<file path="src/design/sfr_pkg.sv">
// Shared types and constants for the stream find-and-replace block.
// Used by sfr_cfg, sfr_core, sfr_burst and stream_find_replace.
`default_nettype none

package sfr_pkg;

  // Width of a burst word count (bursts hold at most eight words)
  localparam int CNT_W = 4;
  // Width of the reported match total
  localparam int MATCH_W = 16;
  // Width of the register data bus
  localparam int CFG_DW = 64;
  // Width of the register byte address
  localparam int CFG_AW = 5;

  // Register indexes, taken from paddr[4:3]
  typedef enum logic [1:0] {
    REG_PATTERN_BYTES      = 2'd0,
    REG_PATTERN_LENGTH     = 2'd1,
    REG_REPLACEMENT_BYTES  = 2'd2,
    REG_REPLACEMENT_LENGTH = 2'd3
  } reg_index_t;

  // Register contents plus the pulse that drops pending window bytes
  typedef struct packed {
    logic [63:0] pattern_bytes;
    logic [3:0]  pattern_length;
    logic [63:0] replacement_bytes;
    logic [3:0]  replacement_length;
    logic        fill_clear;
  } cfg_t;

  // Control of one result burst handed from the core to the output buffer
  typedef struct packed {
    logic               load;
    logic [CNT_W-1:0]   count;
    logic               byte_valid;
    logic               text_end;
    logic [MATCH_W-1:0] match_total;
  } batch_t;

endpackage

`default_nettype wire

</file>
<file path="src/design/sfr_cfg.sv">
// APB register file of the find-and-replace block: pattern, replacement, lengths.
// Depends on sfr_pkg for the register indexes and the cfg_t bundle.
`default_nettype none

module sfr_cfg import sfr_pkg::*; (
  input  wire logic              clk,
  input  wire logic              rst,
  input  wire logic              psel,
  input  wire logic              penable,
  input  wire logic              pwrite,
  input  wire logic [CFG_AW-1:0] paddr,
  input  wire logic [CFG_DW-1:0] pwdata,
  output logic      [CFG_DW-1:0] prdata,
  output logic                   pready,
  output cfg_t                   cfg
);

  logic [63:0] pattern_bytes;
  logic [3:0]  pattern_length;
  logic [63:0] replacement_bytes;
  logic [3:0]  replacement_length;
  logic        wr;
  reg_index_t  idx;

  assign pready = 1'b1;
  assign idx    = reg_index_t'(paddr[4:3]);
  assign wr     = psel && penable && pwrite;

  // Write registers on the access cycle
  always_ff @(posedge clk) begin
    if (rst) begin
      pattern_bytes      <= '0;
      pattern_length     <= '0;
      replacement_bytes  <= '0;
      replacement_length <= '0;
    end else if (wr) begin
      case (idx)
        REG_PATTERN_BYTES:      pattern_bytes      <= pwdata;
        REG_PATTERN_LENGTH:     pattern_length     <= pwdata[3:0];
        REG_REPLACEMENT_BYTES:  replacement_bytes  <= pwdata;
        REG_REPLACEMENT_LENGTH: replacement_length <= pwdata[3:0];
        default: ;
      endcase
    end
  end

  // Read back
  always_comb begin
    case (idx)
      REG_PATTERN_BYTES:      prdata = pattern_bytes;
      REG_PATTERN_LENGTH:     prdata = {60'd0, pattern_length};
      REG_REPLACEMENT_BYTES:  prdata = replacement_bytes;
      REG_REPLACEMENT_LENGTH: prdata = {60'd0, replacement_length};
      default:                prdata = '0;
    endcase
  end

  // Bundle for the core; a pattern length write drops pending bytes
  always_comb begin
    cfg.pattern_bytes      = pattern_bytes;
    cfg.pattern_length     = pattern_length;
    cfg.replacement_bytes  = replacement_bytes;
    cfg.replacement_length = replacement_length;
    cfg.fill_clear         = wr && (idx == REG_PATTERN_LENGTH);
  end

endmodule

`default_nettype wire

</file>
<file path="src/design/sfr_core.sv">
// Match core: pending window, match compare, match counter and burst build.
// Depends on sfr_pkg for cfg_t and batch_t.
`default_nettype none

module sfr_core import sfr_pkg::*; #(
  parameter int MAX_PATTERN     = 8,
  parameter int MAX_REPLACEMENT = 8,
  parameter int COUNT_BITS      = 16,
  parameter int BATCH           = 8
) (
  input  wire logic             clk,
  input  wire logic             rst,
  input  wire logic             accept,
  input  wire logic [7:0]       data_byte,
  input  wire logic             end_of_text,
  input  wire cfg_t             cfg,
  output batch_t                batch,
  output logic [BATCH*8-1:0]    batch_bytes
);

  localparam int FILL_W = $clog2(MAX_PATTERN + 1);
  localparam int REPL_W = $clog2(MAX_REPLACEMENT + 1);

  logic [7:0]            window [MAX_PATTERN];
  logic [7:0]            window_next [MAX_PATTERN];
  logic [7:0]            w [MAX_PATTERN];
  logic [7:0]            wb [BATCH];
  logic [7:0]            rb [BATCH];
  logic [7:0]            ob [BATCH];
  logic [FILL_W-1:0]     fill, fill_next, f, plen;
  logic [REPL_W-1:0]     rlen;
  logic [COUNT_BITS-1:0] match_counter, match_counter_next, counter_inc, counter_after;
  logic [31:0]           counter_wide;
  logic [MATCH_W-1:0]    shown;
  logic [CNT_W-1:0]      cnt;
  logic                  full, hit, take_hit;

  // Clamp lengths, place the new byte, compare against the pattern
  always_comb begin
    plen = (cfg.pattern_length > 4'(MAX_PATTERN)) ? FILL_W'(MAX_PATTERN)
                                                  : FILL_W'(cfg.pattern_length);
    rlen = (cfg.replacement_length > 4'(MAX_REPLACEMENT)) ? REPL_W'(MAX_REPLACEMENT)
                                                          : REPL_W'(cfg.replacement_length);
    f    = (fill >= plen) ? '0 : fill;
    for (int i = 0; i < MAX_PATTERN; i++) begin
      w[i] = (FILL_W'(i) == f) ? data_byte : window[i];
    end
    full = (plen != '0) && ((f + 1'b1) == plen);
    hit  = 1'b1;
    for (int i = 0; i < MAX_PATTERN; i++) begin
      if ((FILL_W'(i) < plen) && (w[i] != cfg.pattern_bytes[8*i +: 8])) begin
        hit = 1'b0;
      end
    end
    take_hit = full && hit;
  end

  // Build burst: pass-through, replacement, flushed window, or oldest byte
  always_comb begin
    for (int i = 0; i < BATCH; i++) begin
      wb[i] = '0;
      rb[i] = '0;
    end
    for (int i = 0; i < MAX_PATTERN; i++) begin
      wb[i] = w[i];
    end
    for (int i = 0; i < MAX_REPLACEMENT; i++) begin
      rb[i] = cfg.replacement_bytes[8*i +: 8];
    end
    ob = wb;
    cnt = '0;
    if (plen == '0) begin
      ob[0] = data_byte;
      cnt   = CNT_W'(1);
    end else if (take_hit) begin
      ob  = rb;
      cnt = CNT_W'(rlen);
    end else if (end_of_text) begin
      cnt = CNT_W'(f) + 1'b1;
    end else if (full) begin
      cnt = CNT_W'(1);
    end
    for (int i = 0; i < BATCH; i++) begin
      batch_bytes[8*i +: 8] = ob[i];
    end
  end

  // Advance window and counter
  always_comb begin
    counter_inc = (match_counter == '1) ? match_counter : match_counter + 1'b1;
    window_next = window;
    fill_next   = fill;
    counter_after = match_counter;
    if (plen != '0) begin
      if (take_hit) begin
        fill_next     = '0;
        counter_after = counter_inc;
      end else if (full) begin
        for (int i = 0; i < MAX_PATTERN - 1; i++) begin
          window_next[i] = w[i + 1];
        end
        window_next[MAX_PATTERN - 1] = w[MAX_PATTERN - 1];
        fill_next = plen - 1'b1;
      end else begin
        window_next = w;
        fill_next   = f + 1'b1;
      end
    end
    match_counter_next = counter_after;
    if (end_of_text) begin
      fill_next          = '0;
      match_counter_next = '0;
    end
    counter_wide = 32'(counter_after);
    shown = (counter_wide > 32'h0000_FFFF) ? '1 : counter_wide[MATCH_W-1:0];
  end

  // Burst control for the output buffer
  always_comb begin
    batch.load        = accept && ((cnt != '0) || end_of_text);
    batch.count       = (cnt == '0) ? CNT_W'(1) : cnt;
    batch.byte_valid  = (cnt != '0);
    batch.text_end    = end_of_text;
    batch.match_total = shown;
  end

  // Hold fill and match count
  always_ff @(posedge clk) begin
    if (rst) begin
      fill          <= '0;
      match_counter <= '0;
    end else begin
      if (cfg.fill_clear) begin
        fill <= '0;
      end else if (accept) begin
        fill <= fill_next;
      end
      if (accept) begin
        match_counter <= match_counter_next;
      end
    end
  end

  // Window bytes beyond the fill are never read
  always_ff @(posedge clk) begin
    if (accept) begin
      window <= window_next;
    end
  end

endmodule

`default_nettype wire

</file>
<file path="src/design/sfr_burst.sv">
// Output buffer holds one burst, sends one word per cycle on m_tready.
// Depends on sfr_pkg for batch_t and field widths.
`default_nettype none

module sfr_burst import sfr_pkg::*; #(
  parameter int BATCH = 8
) (
  input  wire logic               clk,
  input  wire logic               rst,
  input  wire batch_t             batch,
  input  wire logic [BATCH*8-1:0] batch_bytes,
  output logic                    s_ready,
  output logic                    m_tvalid,
  input  wire logic               m_tready,
  output logic [23:0]             m_tdata,
  output logic [1:0]              m_tuser,
  output logic                    m_tlast
);

  logic [7:0]         bytes [BATCH];
  logic [CNT_W-1:0]   rem;
  logic               busy, byte_valid_q, text_end_q, last, take;
  logic [MATCH_W-1:0] total_q;

  assign last    = (rem == CNT_W'(1));
  assign take    = busy && m_tready;
  assign s_ready = !busy || (m_tready && last);

  // Track burst occupancy
  always_ff @(posedge clk) begin
    if (rst) begin
      busy <= 1'b0;
      rem  <= '0;
    end else if (batch.load) begin
      busy <= 1'b1;
      rem  <= batch.count;
    end else if (take) begin
      rem <= rem - 1'b1;
      if (last) begin
        busy <= 1'b0;
      end
    end
  end

  // Load the burst, shift one word out per take
  always_ff @(posedge clk) begin
    if (batch.load) begin
      for (int i = 0; i < BATCH; i++) begin
        bytes[i] <= batch_bytes[8*i +: 8];
      end
      byte_valid_q <= batch.byte_valid;
      text_end_q   <= batch.text_end;
      total_q      <= batch.match_total;
    end else if (take) begin
      for (int i = 0; i < BATCH - 1; i++) begin
        bytes[i] <= bytes[i + 1];
      end
      bytes[BATCH - 1] <= '0;
    end
  end

  assign m_tvalid = busy;
  assign m_tdata  = {total_q, (byte_valid_q ? bytes[0] : 8'h00)};
  assign m_tuser  = {last, byte_valid_q};
  assign m_tlast  = last && text_end_q;

endmodule

`default_nettype wire

</file>
<file path="src/design/stream_find_replace.sv">
// Stream find-and-replace with registered output words. An item yields 0 to 8 words;
// input is taken every cycle while items yield at most one word and m_tready is high;
// a longer burst holds input until its last word is taken (one output buffer).
// Synchronous reset clears registers, window fill, match count and the output buffer.
// Built from sfr_cfg (APB registers), sfr_core (window, compare) and sfr_burst (output).
`default_nettype none

module stream_find_replace import sfr_pkg::*; #(
  parameter int MAX_PATTERN     = 8,
  parameter int MAX_REPLACEMENT = 8,
  parameter int COUNT_BITS      = 16
) (
  input  wire logic              clk,
  input  wire logic              rst,
  // Input words
  input  wire logic              s_tvalid,
  output logic                   s_tready,
  input  wire logic [7:0]        s_tdata,   // data_byte[7:0]
  input  wire logic              s_tlast,   // end_of_text
  // Output words
  output logic                   m_tvalid,
  input  wire logic              m_tready,
  output logic [23:0]            m_tdata,   // out_byte[7:0], match_total[23:8]
  output logic [1:0]             m_tuser,   // byte_valid[0], run_last[1]
  output logic                   m_tlast,   // text_done
  // Register port
  input  wire logic              psel,
  input  wire logic              penable,
  input  wire logic              pwrite,
  input  wire logic [CFG_AW-1:0] paddr,
  input  wire logic [CFG_DW-1:0] pwdata,
  output logic      [CFG_DW-1:0] prdata,
  output logic                   pready
);

  localparam int BATCH = (MAX_PATTERN > MAX_REPLACEMENT) ? MAX_PATTERN : MAX_REPLACEMENT;

  cfg_t               cfg;
  batch_t             batch;
  logic [BATCH*8-1:0] batch_bytes;
  logic               accept;

  assign accept = s_tvalid && s_tready;

  sfr_cfg u_cfg (
    .clk     (clk),
    .rst     (rst),
    .psel    (psel),
    .penable (penable),
    .pwrite  (pwrite),
    .paddr   (paddr),
    .pwdata  (pwdata),
    .prdata  (prdata),
    .pready  (pready),
    .cfg     (cfg)
  );

  sfr_core #(
    .MAX_PATTERN     (MAX_PATTERN),
    .MAX_REPLACEMENT (MAX_REPLACEMENT),
    .COUNT_BITS      (COUNT_BITS),
    .BATCH           (BATCH)
  ) u_core (
    .clk         (clk),
    .rst         (rst),
    .accept      (accept),
    .data_byte   (s_tdata),
    .end_of_text (s_tlast),
    .cfg         (cfg),
    .batch       (batch),
    .batch_bytes (batch_bytes)
  );

  sfr_burst #(
    .BATCH (BATCH)
  ) u_burst (
    .clk         (clk),
    .rst         (rst),
    .batch       (batch),
    .batch_bytes (batch_bytes),
    .s_ready     (s_tready),
    .m_tvalid    (m_tvalid),
    .m_tready    (m_tready),
    .m_tdata     (m_tdata),
    .m_tuser     (m_tuser),
    .m_tlast     (m_tlast)
  );

  // An empty output buffer always takes input
  assert property (@(posedge clk) disable iff (rst) !m_tvalid |-> s_tready)
    else $error("input stalled with empty output buffer");

  // End of text always closes the run of its item
  assert property (@(posedge clk) disable iff (rst) (m_tvalid && m_tlast) |-> m_tuser[1])
    else $error("text end without run end");

  // An empty marker word is the final word of a text and carries a zero byte
  assert property (@(posedge clk) disable iff (rst)
    (m_tvalid && !m_tuser[0]) |-> (m_tlast && (m_tdata[7:0] == 8'h00)))
    else $error("empty marker word not at end of text");

  // An accepted end-of-text word always yields an output word on the next cycle
  assert property (@(posedge clk) disable iff (rst) (accept && s_tlast) |=> m_tvalid)
    else $error("end of text produced no output word");

endmodule

`default_nettype wire

</file>
<file path="config.mk">
export PLATFORM = sky130hd
export DESIGN_NAME = stream_find_replace
export DESIGN_NICKNAME = d
export VERILOG_FILES = /design/src/design/sfr_pkg.sv /design/src/design/sfr_cfg.sv /design/src/design/sfr_core.sv /design/src/design/sfr_burst.sv /design/src/design/stream_find_replace.sv
export SDC_FILE = /design/constraint.sdc
export NUM_CORES = 1
export LEC_CHECK = 0
export BUFFER_PORTS_ARGS = -buffer_cell sky130_fd_sc_hd__buf_2
export CORE_MARGIN = 3
export CORE_UTILIZATION = 55
export CTS_BUF_LIST = sky130_fd_sc_hd__clkbuf_8
export DETAILED_ROUTE_END_ITERATION = 7
export PLACE_DENSITY = 0.87
export SETUP_SLACK_MARGIN = 0.15
export SLEW_MARGIN = 10
export SYNTH_ARGS = -nofsm -noshare
export SYNTH_HDL_FRONTEND = slang
export SYNTH_SLANG_ARGS = --single-unit
</file>
<file path="constraint.sdc">
create_clock -name clk -period 10.04 [get_ports clk]
set_input_delay 0.502 -clock clk [delete_from_list [all_inputs] [get_ports clk]]
set_output_delay 0.502 -clock clk [all_outputs]
set_load 0.1 [all_outputs]
</file>
==> impl_metrics.py <==
metrics = {
    "drt": {
        "wl_um": 48500,
        "drt.antenna.violating_nets": 0,
        "pre_antenna_drt_iters": 6,
        "route.detailed.drc": 0,
        "initialDrtViolationCount": 1768,
        "detail_route.wl_per_cell_um": 19.7,
        "dr_total_vias": 15100,
        "post_drt_via_cell_ratio": 6.15,
    },
    "yosys": {
        "postSynth.topFlopCell": "sky130_fd_sc_hd__dfxtp_1",
        "synth_area_per_cell_um2": 8.68,
        "post-synth-top-count-cell": "sky130_fd_sc_hd__nand2_1",
        "synthesis.nets": 2025,
        "synth-seq-cells": 307,
        "netlist.top_cell.by_area": "sky130_fd_sc_hd__edfxtp_1",
        "ys_seq_area_frac": 0.454,
        "netlist.area_leader.share": 0.262,
        "synth_edf_count": 146,
        "yosys_warnings": 0,
        "synthDistinctLibCells": 73,
        "ys_async_sr_fraction": 0,
        "mappedNetlistArea_um2": 16700,
        "synth_area_leaders": "sky130_fd_sc_hd__edfxtp_1 (26%), sky130_fd_sc_hd__dfxtp_1 (19%), sky130_fd_sc_hd__nand2_1 (8.7%)",
        "syn-instance-count": 1929,
        "synth_common_cells": "sky130_fd_sc_hd__nand2_1 (388), sky130_fd_sc_hd__nor2_1 (187), sky130_fd_sc_hd__dfxtp_1 (161), sky130_fd_sc_hd__a21oi_1 (160), sky130_fd_sc_hd__edfxtp_1 (146)",
    },
    "clock_network": {
        "clock-sinks": 307,
        "cts_inserted_buffers": 49,
        "clk_pin_slew_ps": 70,
        "insertion_delay_of_the_later_clocked_pin_in_the_worst_skew_pair_ps": 590,
        "cts_resized": 0,
        "clockBufferDepth": 3,
        "clock_tree.htree_level_count": 2,
        "post_cts.repair.setup_buffers": 0,
        "cts_tree": "done",
        "clock_tree.root_cell": "sky130_fd_sc_hd__clkbuf_8",
        "hold_buffers": 0,
    },
    "status": {
        "run_status": "finished, final reports clean",
    },
    "sta": {
        "final_report_max_slew_violation_count": 0,
        "timing_worst_slew_pin_value_ps": 1020,
        "layout_setup_ws_ps": 4150,
        "final-hold-violation-count": 0,
        "layout_worst_path_cycle_share": 0.586,
        "skew_ps": 40.8,
        "rsz0062_at_grt": "false",
        "count_of_endpoints_failing_setup_in_the_final_report": 0,
        "maxClockFrequency_ghz": 0.170,
        "finalCriticalPeriod_ps": 5890,
        "final.setup.tns_ps": 0,
        "headroom_to_the_max_slew_limit": 0.321,
    },
    "floorplan": {
        "io_pins": 179,
        "die_h_um": 181,
        "initial_utilization": 0.562,
        "dieWidth_um": 181,
        "placement_rows": 63,
        "die-area_um2": 32600,
        "placeableCoreArea_um2": 29800,
    },
    "critical_path": {
        "worstPathMaxFanout": 85,
        "timing.critical_path.from_type": "flip-flop",
        "worstSetupPathType": "flip-flop to flip-flop",
        "critical_path_arrival_ps": 6190,
        "cp-end-kind": "flip-flop",
        "cp_data_required_time_ps": 10340,
    },
    "place": {
        "post-place-ws_ps": 4310,
        "routabilityCongestion": 0.963,
        "port_buffers": 174,
        "place.detailed.hpwl_um": 32400,
    },
    "power": {
        "leakage_nw": 7.24,
        "vdd_drop_max_v": 0.0000989,
        "fin_total_pwr_mw": 2.69,
        "power_density_nw_per_um2": 144,
    },
    "final_layout": {
        "finish.net_count": 2125,
        "syn_to_final_growth_pct": 11.0,
        "fillCellCount": 2418,
        "post_route_cells_drive_above_1_share": 0.150,
    },
    "grt": {
        "leftover_overflow_at_the_end_of_global_routing": 0,
        "groute.usage.overall": 0.285,
        "pin_count_of_the_biggest_net_entering_global_routing": 89,
        "grt_first_pass_wirelength_um": 76500,
        "grt_antenna_before_repair": 2,
        "grt_pass1_vias": 14500,
    },
    "flow_run": {
        "max-cap-violations": 0,
    },
    "hold_path": {
        "hold_removal_path_class": "primary input to flip-flop",
    },
}
## worst max-delay path, stage by stage, from the launching register on
cell and delay [ps]:
sky130_fd_sc_hd__dfxtp_1 510, sky130_fd_sc_hd__nand2b_1 200, sky130_fd_sc_hd__inv_1 120, sky130_fd_sc_hd__ha_1 300
sky130_fd_sc_hd__nor3b_2 390, sky130_fd_sc_hd__o21ai_2 200, sky130_fd_sc_hd__nor3_2 770, sky130_fd_sc_hd__mux2i_1 450
sky130_fd_sc_hd__o221a_2 300, sky130_fd_sc_hd__o2111ai_1 130, sky130_fd_sc_hd__a2111o_1 500, sky130_fd_sc_hd__a2111o_1 430
sky130_fd_sc_hd__a31oi_4 180, sky130_fd_sc_hd__buf_4 630, sky130_fd_sc_hd__mux2_2 410
## power by group
group / leakage [nW] / switching, mW / internal [mW]
Sequential: 2.68 / 0.0253 / 1.36
Clock: 0.551 / 0.500 / 0.511
Combinational: 4.00 / 0.220 / 0.0691
## per-layer routing
| metal | wire length, um | global-route usage |
|---|---|---|
| met1 | 18500 | 0.365 |
| met3 | 4530 | 0.0497 |
| met5 | 0 | 0 |
| met4 | 2110 | 0.130 |
| met2 | 23400 | 0.475 |
## sequential cells by signal, indices dropped and copies added (netlist names)
name                      flops
u_cfg.replacement_length      4
u_burst.text_end_q            1
u_burst.rem                   4
u_burst.byte_valid_q          1
u_cfg.pattern_length          4
u_cfg.replacement_bytes      64
u_burst.bytes                64
u_core.window                64
u_burst.m_tvalid              1
u_cfg.pattern_bytes          64
u_core.match_counter         16
u_core.fill                   4
u_burst.total_q              16
## cell families (layout without fill, tap and decap cells)
logic type,count (synthesis),after routing,synth area share
buffers and inverters,182,322,0.0451
adders and majority gates,11,11,0.00822
AOI/OAI and AO/OA,420,420,0.149
DFF,307,307,0.454
muxes,154,154,0.0968
xor gates and xnor gates,110,110,0.0575
and+or+nand+nor,744,744,0.189
other,1,4,0.000224
## path summary, 6_finish.rpt
| path | start | endpoint | slack, ps | depth (start not counted) |
|---|---|---|---|---|
| max | u_cfg.pattern_length[3] | u_burst.bytes[0][6] | 4150 | 14 |
| min | pwdata[61] | u_cfg.replacement_bytes[61] | 160 | 3 |
| max reg2reg | u_cfg.pattern_length[3] | u_burst.bytes[0][6] | 4150 | 14 |
| min reg2reg | u_cfg.replacement_bytes[48] | u_cfg.replacement_bytes[48] | 470 | 2 |
## placed cells by master, fill, tap and decap left out, drive strengths merged, types with 3 or more instances in the layout
cell	instances
nor3	22
a21o	7
o21ai	115
ha	11
a22oi	7
diode	3
inv	60
clkinv	15
a211oi	10
dfxtp	161
or3	9
mux2	23
or2	7
and3	15
o221ai	9
o41ai	4
mux2i	127
o22ai	47
o2111ai	5
o211ai	7
nor2	188
and2	15
nand2b	8
xor2	44
nand3	41
nand4	21
mux4	4
nor2b	4
nand2	389
nor3b	6
a31oi	20
a21oi	161
a221oi	4
buf	191
xnor2	66
edfxtp	146
clkbuf	56
nor4	11
## area by class of cell
class	count	area, um2	share of cell area
Inverter	40	150	0.00808
Timing Repair Buffer	191	1000	0.0540
Clock buffer	56	771	0.0415
Sequential cell	307	7610	0.409
Clock inverter	35	150	0.00808
Multi-Input combinational cell	1440	8410	0.452
Tap cell	390	488	0.0263
Antenna cell	3	7.51	0.000404
## metrics by stage
| step | cells | util | hold slack, ps | cell area, um2 |
|---|---|---|---|---|
| 2_1_floorplan | 1929 | - | 446 | 16700 |
| 3_5_place_dp | 2368 | 0.593 | 465 | 17700 |
| 4_1_cts | 2459 | 0.624 | 145 | 18600 |
| 5_1_grt | 2461 | 0.624 | 143 | 18600 |
| 6_report | 2462 | 0.624 | 161 | 18600 |
| 3_3_place_gp | 2368 | 0.593 | 455 | 17700 |
No activity file was read; power rests on OpenSTA's default activity.
